**src/triangle_grid_height_interp_top_assert.svh**
```systemverilog
// assertion macros used by the height interpolation rtl
`ifndef TRIANGLE_GRID_HEIGHT_INTERP_TOP_ASSERT_SVH
`define TRIANGLE_GRID_HEIGHT_INTERP_TOP_ASSERT_SVH

// same-cycle implication, checked on clk outside reset
`define TGH_ASSERT_NOW(label, ante, cons) \
    label: assert property (@(posedge clk) disable iff (!rst_n) (ante) |-> (cons)) \
        else $error("tgh assertion failed");

// next-cycle implication, checked on clk outside reset
`define TGH_ASSERT_NEXT(label, ante, cons) \
    label: assert property (@(posedge clk) disable iff (!rst_n) (ante) |=> (cons)) \
        else $error("tgh assertion failed");

`endif

```
**src/tgh_pkg.sv**
```systemverilog
// types, widths and codes shared by the height interpolation block
package tgh_pkg;

    localparam int MAX_VERTICES = 4096;
    localparam int FRAC_BITS    = 8;
    localparam int ADDR_W       = $clog2(MAX_VERTICES);

    localparam int HEIGHT_W  = 24;
    localparam int COORD_W   = 21;
    localparam int INDEX_W   = 12;
    localparam int SIZE_W    = 13;
    localparam int CFG_IDX_W = 2;

    // clamped coordinates are never negative
    localparam int POS_W  = COORD_W - 1;
    localparam int CELL_W = POS_W - FRAC_BITS;
    localparam int U_W    = FRAC_BITS + 1;
    localparam int DIFF_W = HEIGHT_W + 1;
    localparam int PROD_W = DIFF_W + U_W + 1;
    localparam int SUM_W  = PROD_W + 2;

    localparam logic [CFG_IDX_W-1:0] CFG_COLUMNS = 2'd0;
    localparam logic [CFG_IDX_W-1:0] CFG_ROWS    = 2'd1;
    localparam logic [CFG_IDX_W-1:0] CFG_DIAG    = 2'd2;

    localparam logic [SIZE_W-1:0] COLUMNS_RESET = 13'd64;
    localparam logic [SIZE_W-1:0] ROWS_RESET    = 13'd64;
    localparam logic              DIAG_RESET    = 1'b1;

    typedef enum logic [3:0] {
        ST_IDLE,
        ST_BASE,
        ST_RD00,
        ST_RD10,
        ST_RD01,
        ST_RD11,
        ST_LAST,
        ST_MUL,
        ST_DONE
    } state_t;

    typedef struct packed {
        logic signed [HEIGHT_W-1:0] z00;
        logic signed [HEIGHT_W-1:0] z10;
        logic signed [HEIGHT_W-1:0] z01;
        logic signed [HEIGHT_W-1:0] z11;
    } corner_t;

    typedef struct packed {
        logic [FRAC_BITS-1:0] fx;
        logic [FRAC_BITS-1:0] fy;
        logic                 rising;
    } frac_t;

endpackage

```
**src/tgh_interp.sv**
```systemverilog
// triangle selection, weighted differences and floored sum
module tgh_interp
    import tgh_pkg::*;
(
    input  logic                       clk,
    input  logic                       mul_en,
    input  corner_t                    corner,
    input  frac_t                      frac,
    output logic signed [HEIGHT_W-1:0] result
);

    localparam logic [U_W-1:0] ONE_U = U_W'(1) << FRAC_BITS;

    logic [U_W-1:0]             fx_u;
    logic [U_W-1:0]             fy_u;
    logic [U_W-1:0]             inv_fx;
    logic [U_W-1:0]             inv_fy;
    logic [U_W-1:0]             u;
    logic [U_W-1:0]             v;
    logic signed [HEIGHT_W-1:0] a;
    logic signed [HEIGHT_W-1:0] b;
    logic signed [HEIGHT_W-1:0] c;
    logic signed [DIFF_W-1:0]   d1;
    logic signed [DIFF_W-1:0]   d2;
    logic signed [PROD_W-1:0]   p1_next;
    logic signed [PROD_W-1:0]   p2_next;
    logic signed [PROD_W-1:0]   p1_reg;
    logic signed [PROD_W-1:0]   p2_reg;
    logic signed [HEIGHT_W-1:0] a_reg;
    logic signed [SUM_W-1:0]    sum;
    logic signed [SUM_W-1:0]    sum_shr;

    assign fx_u   = {1'b0, frac.fx};
    assign fy_u   = {1'b0, frac.fy};
    assign inv_fx = ONE_U - fx_u;
    assign inv_fy = ONE_U - fy_u;

    always_comb
    begin
        if (frac.rising)
        begin
            if (fy_u <= fx_u)
            begin
                a = corner.z00; b = corner.z10; c = corner.z11; u = fx_u;   v = fy_u;
            end
            else
            begin
                a = corner.z11; b = corner.z01; c = corner.z00; u = inv_fx; v = inv_fy;
            end
        end
        else
        begin
            // lower-left triangle when fx + fy stays within one cell
            if (fy_u <= inv_fx)
            begin
                a = corner.z10; b = corner.z00; c = corner.z01; u = inv_fx; v = fy_u;
            end
            else
            begin
                a = corner.z01; b = corner.z11; c = corner.z10; u = fx_u;   v = inv_fy;
            end
        end
    end

    assign d1      = DIFF_W'(b) - DIFF_W'(a);
    assign d2      = DIFF_W'(c) - DIFF_W'(b);
    assign p1_next = d1 * $signed({1'b0, u});
    assign p2_next = d2 * $signed({1'b0, v});

    always_ff @(posedge clk)
    begin
        if (mul_en)
        begin
            a_reg  <= a;
            p1_reg <= p1_next;
            p2_reg <= p2_next;
        end
    end

    // arithmetic shift gives the floor for negative sums
    assign sum     = (SUM_W'(a_reg) <<< FRAC_BITS) + SUM_W'(p1_reg) + SUM_W'(p2_reg);
    assign sum_shr = sum >>> FRAC_BITS;
    assign result  = sum_shr[HEIGHT_W-1:0];

endmodule

```
**config.mk**
```make
export PLATFORM = sky130hd
export DESIGN_NAME = tgh_interp
export DESIGN_NICKNAME = d
export VERILOG_FILES = /design/src/triangle_grid_height_interp_top_assert.svh /design/src/tgh_pkg.sv /design/src/tgh_interp.sv
export SDC_FILE = /design/constraint.sdc
export NUM_CORES = 1
export LEC_CHECK = 0
export ABC_CLOCK_PERIOD_IN_PS = 11530
export BUFFER_PORTS_ARGS = -buffer_cell sky130_fd_sc_hd__buf_2
export CAP_MARGIN = 20
export CORE_ASPECT_RATIO = 0.6
export CORE_UTILIZATION = 55
export DETAILED_ROUTE_END_ITERATION = 10
export MAX_ROUTING_LAYER = met4
export PLACE_DENSITY = 0.78
export SETUP_SLACK_MARGIN = 0.15
export SLEW_MARGIN = 20
export SYNTH_ARGS = -nofsm -noshare
export SYNTH_HDL_FRONTEND = slang
export SYNTH_SLANG_ARGS = --single-unit
```
**constraint.sdc**
```tcl
create_clock -name clk -period 11.53 [get_ports clk]
set_input_delay 1.153 -clock clk [delete_from_list [all_inputs] [get_ports clk]]
set_output_delay 1.153 -clock clk [all_outputs]
set_load 0.03 [all_outputs]
```
==> results of run 1 <==
==> critical path, delay by kind of cell <==
family	cells	cell delay [ns]
AOI/OAI and AO/OA	20	3.84
adders and majority gates	10	3.61
and+or+nand+nor	6	1.06
buffers and inverters	8	0.81
xor gates and xnor gates	4	0.69
==> cell usage in the layout (no fill, tap or decap), types with 59 or more instances in the layout <==
| cell | count |
|---|---|
| ha_1 | 210 |
| inv_1 | 443 |
| nand2_1 | 477 |
| buf_4 | 290 |
| fa_1 | 367 |
| nand3_1 | 78 |
| buf_2 | 136 |
| edfxtp_1 | 88 |
| nand2b_1 | 59 |
| a21oi_1 | 82 |
| nor2_1 | 314 |
| xnor2_1 | 122 |
==> metal layers <==
metal	wire, um	track usage, %	vias up
li1	-	-	10700
met1	35200	50.6	11500
met2	35800	53.4	1178
met3	7220	4.21	163
met4	2490	10.7	0
met5	0	-	-
==> metrics by stage <==
step | cells | utilization [%] | hold WS (ns) | area (um^2) | setup slack, ns
2_1_floorplan | 3071 | - | 1.27 | 25700 | 0.0710
3_3_place_gp | 3995 | 63.8 | 1.59 | 28800 | -0.379
3_5_place_dp | 3995 | 63.8 | 1.59 | 28800 | -0.510
4_1_cts | 4011 | 64.5 | 1.19 | 29100 | 0.153
5_1_grt | 4052 | 66.3 | 1.22 | 30000 | -0.0000178
6_report | 4052 | 66.3 | 1.20 | 30000 | 0.498
==> cell type report <==
class                      count  share of cell area, %
timing repair buffer         436                   10.1
inverter                     453                   5.68
sequential                    88                   8.82
antenna                       15                  0.125
tap                          620                   2.59
clock buffer                  10                  0.764
multi-input combinational   2424                   71.8
clock inverter                 6                  0.146
==> synthesized netlist by cell type (10+ instances only) <==
| cell type | instances |
|---|---|
| a2111oi_0 | 11 |
| nor2_1 | 318 |
| xnor2_1 | 135 |
| o211ai_1 | 40 |
| xor2_1 | 46 |
| fa_1 | 370 |
| nand2_1 | 485 |
| nor3_1 | 31 |
| nand4_1 | 12 |
| clkbuf_1 | 82 |
| edfxtp_1 | 88 |
| and3_1 | 36 |
| nor2b_1 | 51 |
| a21oi_1 | 105 |
| o21a_1 | 17 |
| maj3_1 | 12 |
| nand2b_1 | 61 |
| a21o_1 | 30 |
| o21ai_0 | 46 |
| buf_1 | 16 |
| xnor2_2 | 10 |
| nand3_1 | 78 |
| inv_1 | 448 |
| a211oi_1 | 26 |
| ha_1 | 224 |
| a31oi_1 | 48 |
| mux2i_1 | 16 |
| o2111ai_1 | 15 |
| and2_1 | 52 |
| o21bai_1 | 10 |
==> final timing paths <==
kind | slack, ns | from | cells past startpoint | endpoint
worst max-delay path | 0.50 | frac[10] | 48 | p2_reg[31]$_DFFE_PP_
worst min-delay path | 1.20 | corner[6] | 3 | a_reg[6]$_DFFE_PP_
==> kinds of logic (layout without fill, tap and decap cells) <==
group | Yosys count | after routing | share of synthesized area (%)
AOI/OAI and AO/OA | 444 | 444 | 12.4
adders and majority gates | 608 | 608 | 40.7
and+or+nand+nor | 1156 | 1156 | 20.2
DFF | 88 | 88 | 10.4
buffers and inverters | 559 | 905 | 8.31
other | 0 | 15 | 0
muxes | 23 | 23 | 0.969
xor gates and xnor gates | 193 | 193 | 7.02
==> timing repair <==
| action | 4_1_cts | 5_1_grt |
|---|---|---|
| pin swaps | 0 | 65 |
| cloned | 0 | 3 |
| endpoints found under the setup margin | 4 | 18 |
| resized for setup | 9 | 101 |
| buffers inserted | 0 | 23 |
| hold buffers | 0 | 0 |
==> flow_summary.toml, run 1 <==
[outcome]
run_status = "finished, final reports clean"

[critical_path]
endpoint_kind = "register"
worst_setup_path_start_kind = "input pin"
slowest_delay_ns = 0.54
worstSetupPathType = "input pin to register"
critical_path_arrival_ns = 11.15
cp_common_cell = "a21oi_2"
worstPathRequired_ns = 11.65
cp_slowest_cell = "fa_1"
crit_path_max_fanout = 4

[hold_path]
hold_path_class = "input pin to register"

[final_layout]
drive_above_1_share_pct = 18.3
nFillCells = 3726
seqCellArea_um2 = 2640
multi_input_area_um2 = 21500
area_growth_pct = 17.7
nNetsFinal = 4121

[clock_network]
tritoncts = "done"
cts-root-buf = "clkbuf_16"
path_clk_slew_ns = 0.07
numCtsBuffers = 9
clock_sinks = 88
cts_max_level = 3
cts.path.max_buffers = 2

[yosys]
synth.distinct_cells = 97
synth_top_cell_by_area = "fa_1"
netlist_area_um2 = 25400
synth_ff_type = "edfxtp_1"
async_flop_share_pct = 0
syn_inst = 3071
synth_area_leaders = "fa_1 29%, ha_1 11%, edfxtp_1 10%"
ys_seq_elements = 88
yosys.area.top_type_share_pct = 29.1
synth_area_per_cell_um2 = 8.29
yosysWarnings = 0
syn-num-nets = 3780
ys_seq_area_share_pct = 10.4
synth_edf_count = 88

[die]
io_pins = 139
start_util_pct = 56.3
core_um2 = 45200
die-area_um2 = 47200
floorplan.die.height_um = 169
die_w_um = 280
rows = 60

[place]
gp_congestion = 1.01
portBuffers = 138
hpwl_um = 66700

[drt]
drt_wl_total_um = 80700
via_per_inst = 5.80
drcViolationCount = 0
vias = 23500
drt_pass1_iterations = 7
drt_iter0_drc = 2600
postRouteAntennaNets = 0
avgRoutedWirePerCell_um = 19.9

[sta]
max_freq_mhz = 90.6
worst_slew_margin_rel_pct = 34.0
fin_crit_sh_pct = 95.7
final_hold_viol_count = 0
final.setup.tns_ns = 0
slew_viol_final = 0
worst_pin_slew_ns = 0.983
setup_violations = 0
rsz0062_at_grt = "yes"
finalCriticalPeriod_ns = 11.03

[grt]
grt_pass1_vias = 23300
grt_pass1_wl_um = 126000
gr-total-overflow = 0
antenna_found_initial = 15
grt_usage_pct = 35.6
grt_start_max_net_pins = 60

[job]
maxCapViolCount = 0
Power of run 1 is left out: the tool's default activity adds up to more than one toggle a clock period on the data nets, which glitch-free logic cannot reach.
==> run 2: changes to the inputs <==
--- a/config.mk
+++ b/config.mk
@@ -5,14 +5,14 @@
 export SDC_FILE = /design/constraint.sdc
 export NUM_CORES = 1
 export LEC_CHECK = 0
-export ABC_CLOCK_PERIOD_IN_PS = 11530
+export ABC_CLOCK_PERIOD_IN_PS = 11500
 export BUFFER_PORTS_ARGS = -buffer_cell sky130_fd_sc_hd__buf_2
 export CAP_MARGIN = 20
 export CORE_ASPECT_RATIO = 0.6
 export CORE_UTILIZATION = 55
 export DETAILED_ROUTE_END_ITERATION = 10
 export MAX_ROUTING_LAYER = met4
-export PLACE_DENSITY = 0.78
+export PLACE_DENSITY = 0.75
 export SETUP_SLACK_MARGIN = 0.15
 export SLEW_MARGIN = 20
 export SYNTH_ARGS = -nofsm -noshare
==> constraint.sdc (replaced) <==
create_clock -name clk -period 11.5 [get_ports clk]
set_input_delay 1.15 -clock clk [delete_from_list [all_inputs] [get_ports clk]]
set_output_delay 1.15 -clock clk [all_outputs]
set_load 0.03 [all_outputs]
==> flow_summary.toml, run 2 (synthesis results as in run 1) <==
[outcome]
run_status = "finished, final reports clean"

[sta]
final.setup.tns_ns = 0
fin_crit_sh_pct = 95.7
worst_pin_slew_ns = 1.13
rsz0062_at_grt = "no"
setup_violations = 0
finalCriticalPeriod_ns = 11.00
max_freq_mhz = 90.9
worst_slew_margin_rel_pct = 24.4
slew_viol_final = 0
hold_ws_ns = 1.22
final_hold_viol_count = 0

[critical_path]
critical_path_arrival_ns = 11.13
critPathBufInv = 11
worst_setup_path_start_kind = "input pin"
cp_slowest_cell = "fa_1"
cp_common_cell = "a21oi_2"
worstPathRequired_ns = 11.63
slowest_delay_ns = 0.54
worstSetupPathType = "input pin to register"
crit_path_max_fanout = 8
cp_top_family = "adder cells"
endpoint_kind = "register"

[clock_network]
tritoncts = "done"
clock_sinks = 88
cts_max_level = 3
numCtsBuffers = 9
cts.path.max_buffers = 2
path_clk_slew_ns = 0.08
hold_buffers = 0
cts-root-buf = "clkbuf_16"

[die]
io_pins = 139
floorplan.die.height_um = 169
start_util_pct = 56.3
die-area_um2 = 47200
core_um2 = 45200
die_w_um = 280
rows = 60

[grt]
grt_start_max_net_pins = 82
grt_usage_pct = 36.3
grt_pass1_wl_um = 129000
antenna_found_initial = 15
gr-total-overflow = 0
grt_pass1_vias = 23500

[drt]
vias = 23500
avgRoutedWirePerCell_um = 20.2
drcViolationCount = 0
drt_wl_total_um = 81700
drt_pass1_iterations = 6
postRouteAntennaNets = 0
drt_iter0_drc = 2432
via_per_inst = 5.80

[hold_path]
worstHoldStart = "mul_en"
holdPathEnd = "p1_reg[28]$_DFFE_PP_"
whs_path_depth = 1
hold_path_class = "input pin to register"

[final_layout]
postLayoutCoreUtil_pct = 65.9
nFillCells = 3847
final_common_cell = "nand2_1"
layout_common_cells = "482 x nand2_1, 443 x inv_1, 365 x fa_1, 313 x nor2_1, 290 x buf_4"
area_growth_pct = 17.0
drive_above_1_share_pct = 18.2
nNetsFinal = 4117

[place]
gp_congestion = 1.01
portBuffers = 138
hpwl_um = 67900

[job]
maxCapViolCount = 0
run 2: cell type report:
class | count | area [um^2] | area share [%]
Tap cell | 620 | 776 | 2.61
Clock buffer | 9 | 225 | 0.757
Inverter | 453 | 1700 | 5.72
Multi-Input combinational cell | 2424 | 21400 | 71.8
Clock inverter | 7 | 71.3 | 0.240
Sequential cell | 88 | 2640 | 8.88
Timing Repair Buffer | 432 | 2930 | 9.86
Antenna cell | 14 | 35.0 | 0.118
run 2: worst max path at each step:
stage                                       to  cells after the start  startpoint
final                     p2_reg[31]$_DFFE_PP_                     50    frac[10]
after CTS                 p2_reg[31]$_DFFE_PP_                     50    frac[10]
after global placement    p2_reg[31]$_DFFE_PP_                     51    frac[10]
after detailed placement  p2_reg[31]$_DFFE_PP_                     51    frac[10]
after floorplan           p2_reg[31]$_DFFE_PP_                     49     frac[9]
after global routing      p2_reg[31]$_DFFE_PP_                     50    frac[10]
run 2: stage by stage:
| stage | instance area (um^2) | cells | worst slack (ns) |
|---|---|---|---|
| 6_report | 29800 | 4047 | 0.498 |
| 3_3_place_gp | 28800 | 3997 | -0.320 |
| 5_1_grt | 29800 | 4047 | 0.111 |
| 3_5_place_dp | 28800 | 3997 | -0.568 |
| 2_1_floorplan | 25700 | 3071 | 0.0440 |
| 4_1_cts | 29200 | 4016 | 0.177 |
run 2: what timing repair did:
item                                    4_1_cts  5_1_grt
endpoints found under the setup margin        3       19
pin swaps                                     5       66
hold endpoints to repair                      0        0
resized for setup                            10       87
buffers inserted                              3       17
gates cloned                                  0        0
run 2: routing by layer:
| layer | vias up | GRT usage, % | routed length (um) | share of wire [%] |
|---|---|---|---|---|
| met1 | 11500 | 50.9 | 35800 | 44 |
| met3 | 155 | 5.56 | 7180 | 8.8 |
| met4 | 0 | 11.4 | 2710 | 3.3 |
| met5 | - | - | 0 | 0 |
| li1 | 10700 | - | - | - |
| met2 | 1154 | 54.3 | 36000 | 44 |
Power of run 2 is left out for the same reason.
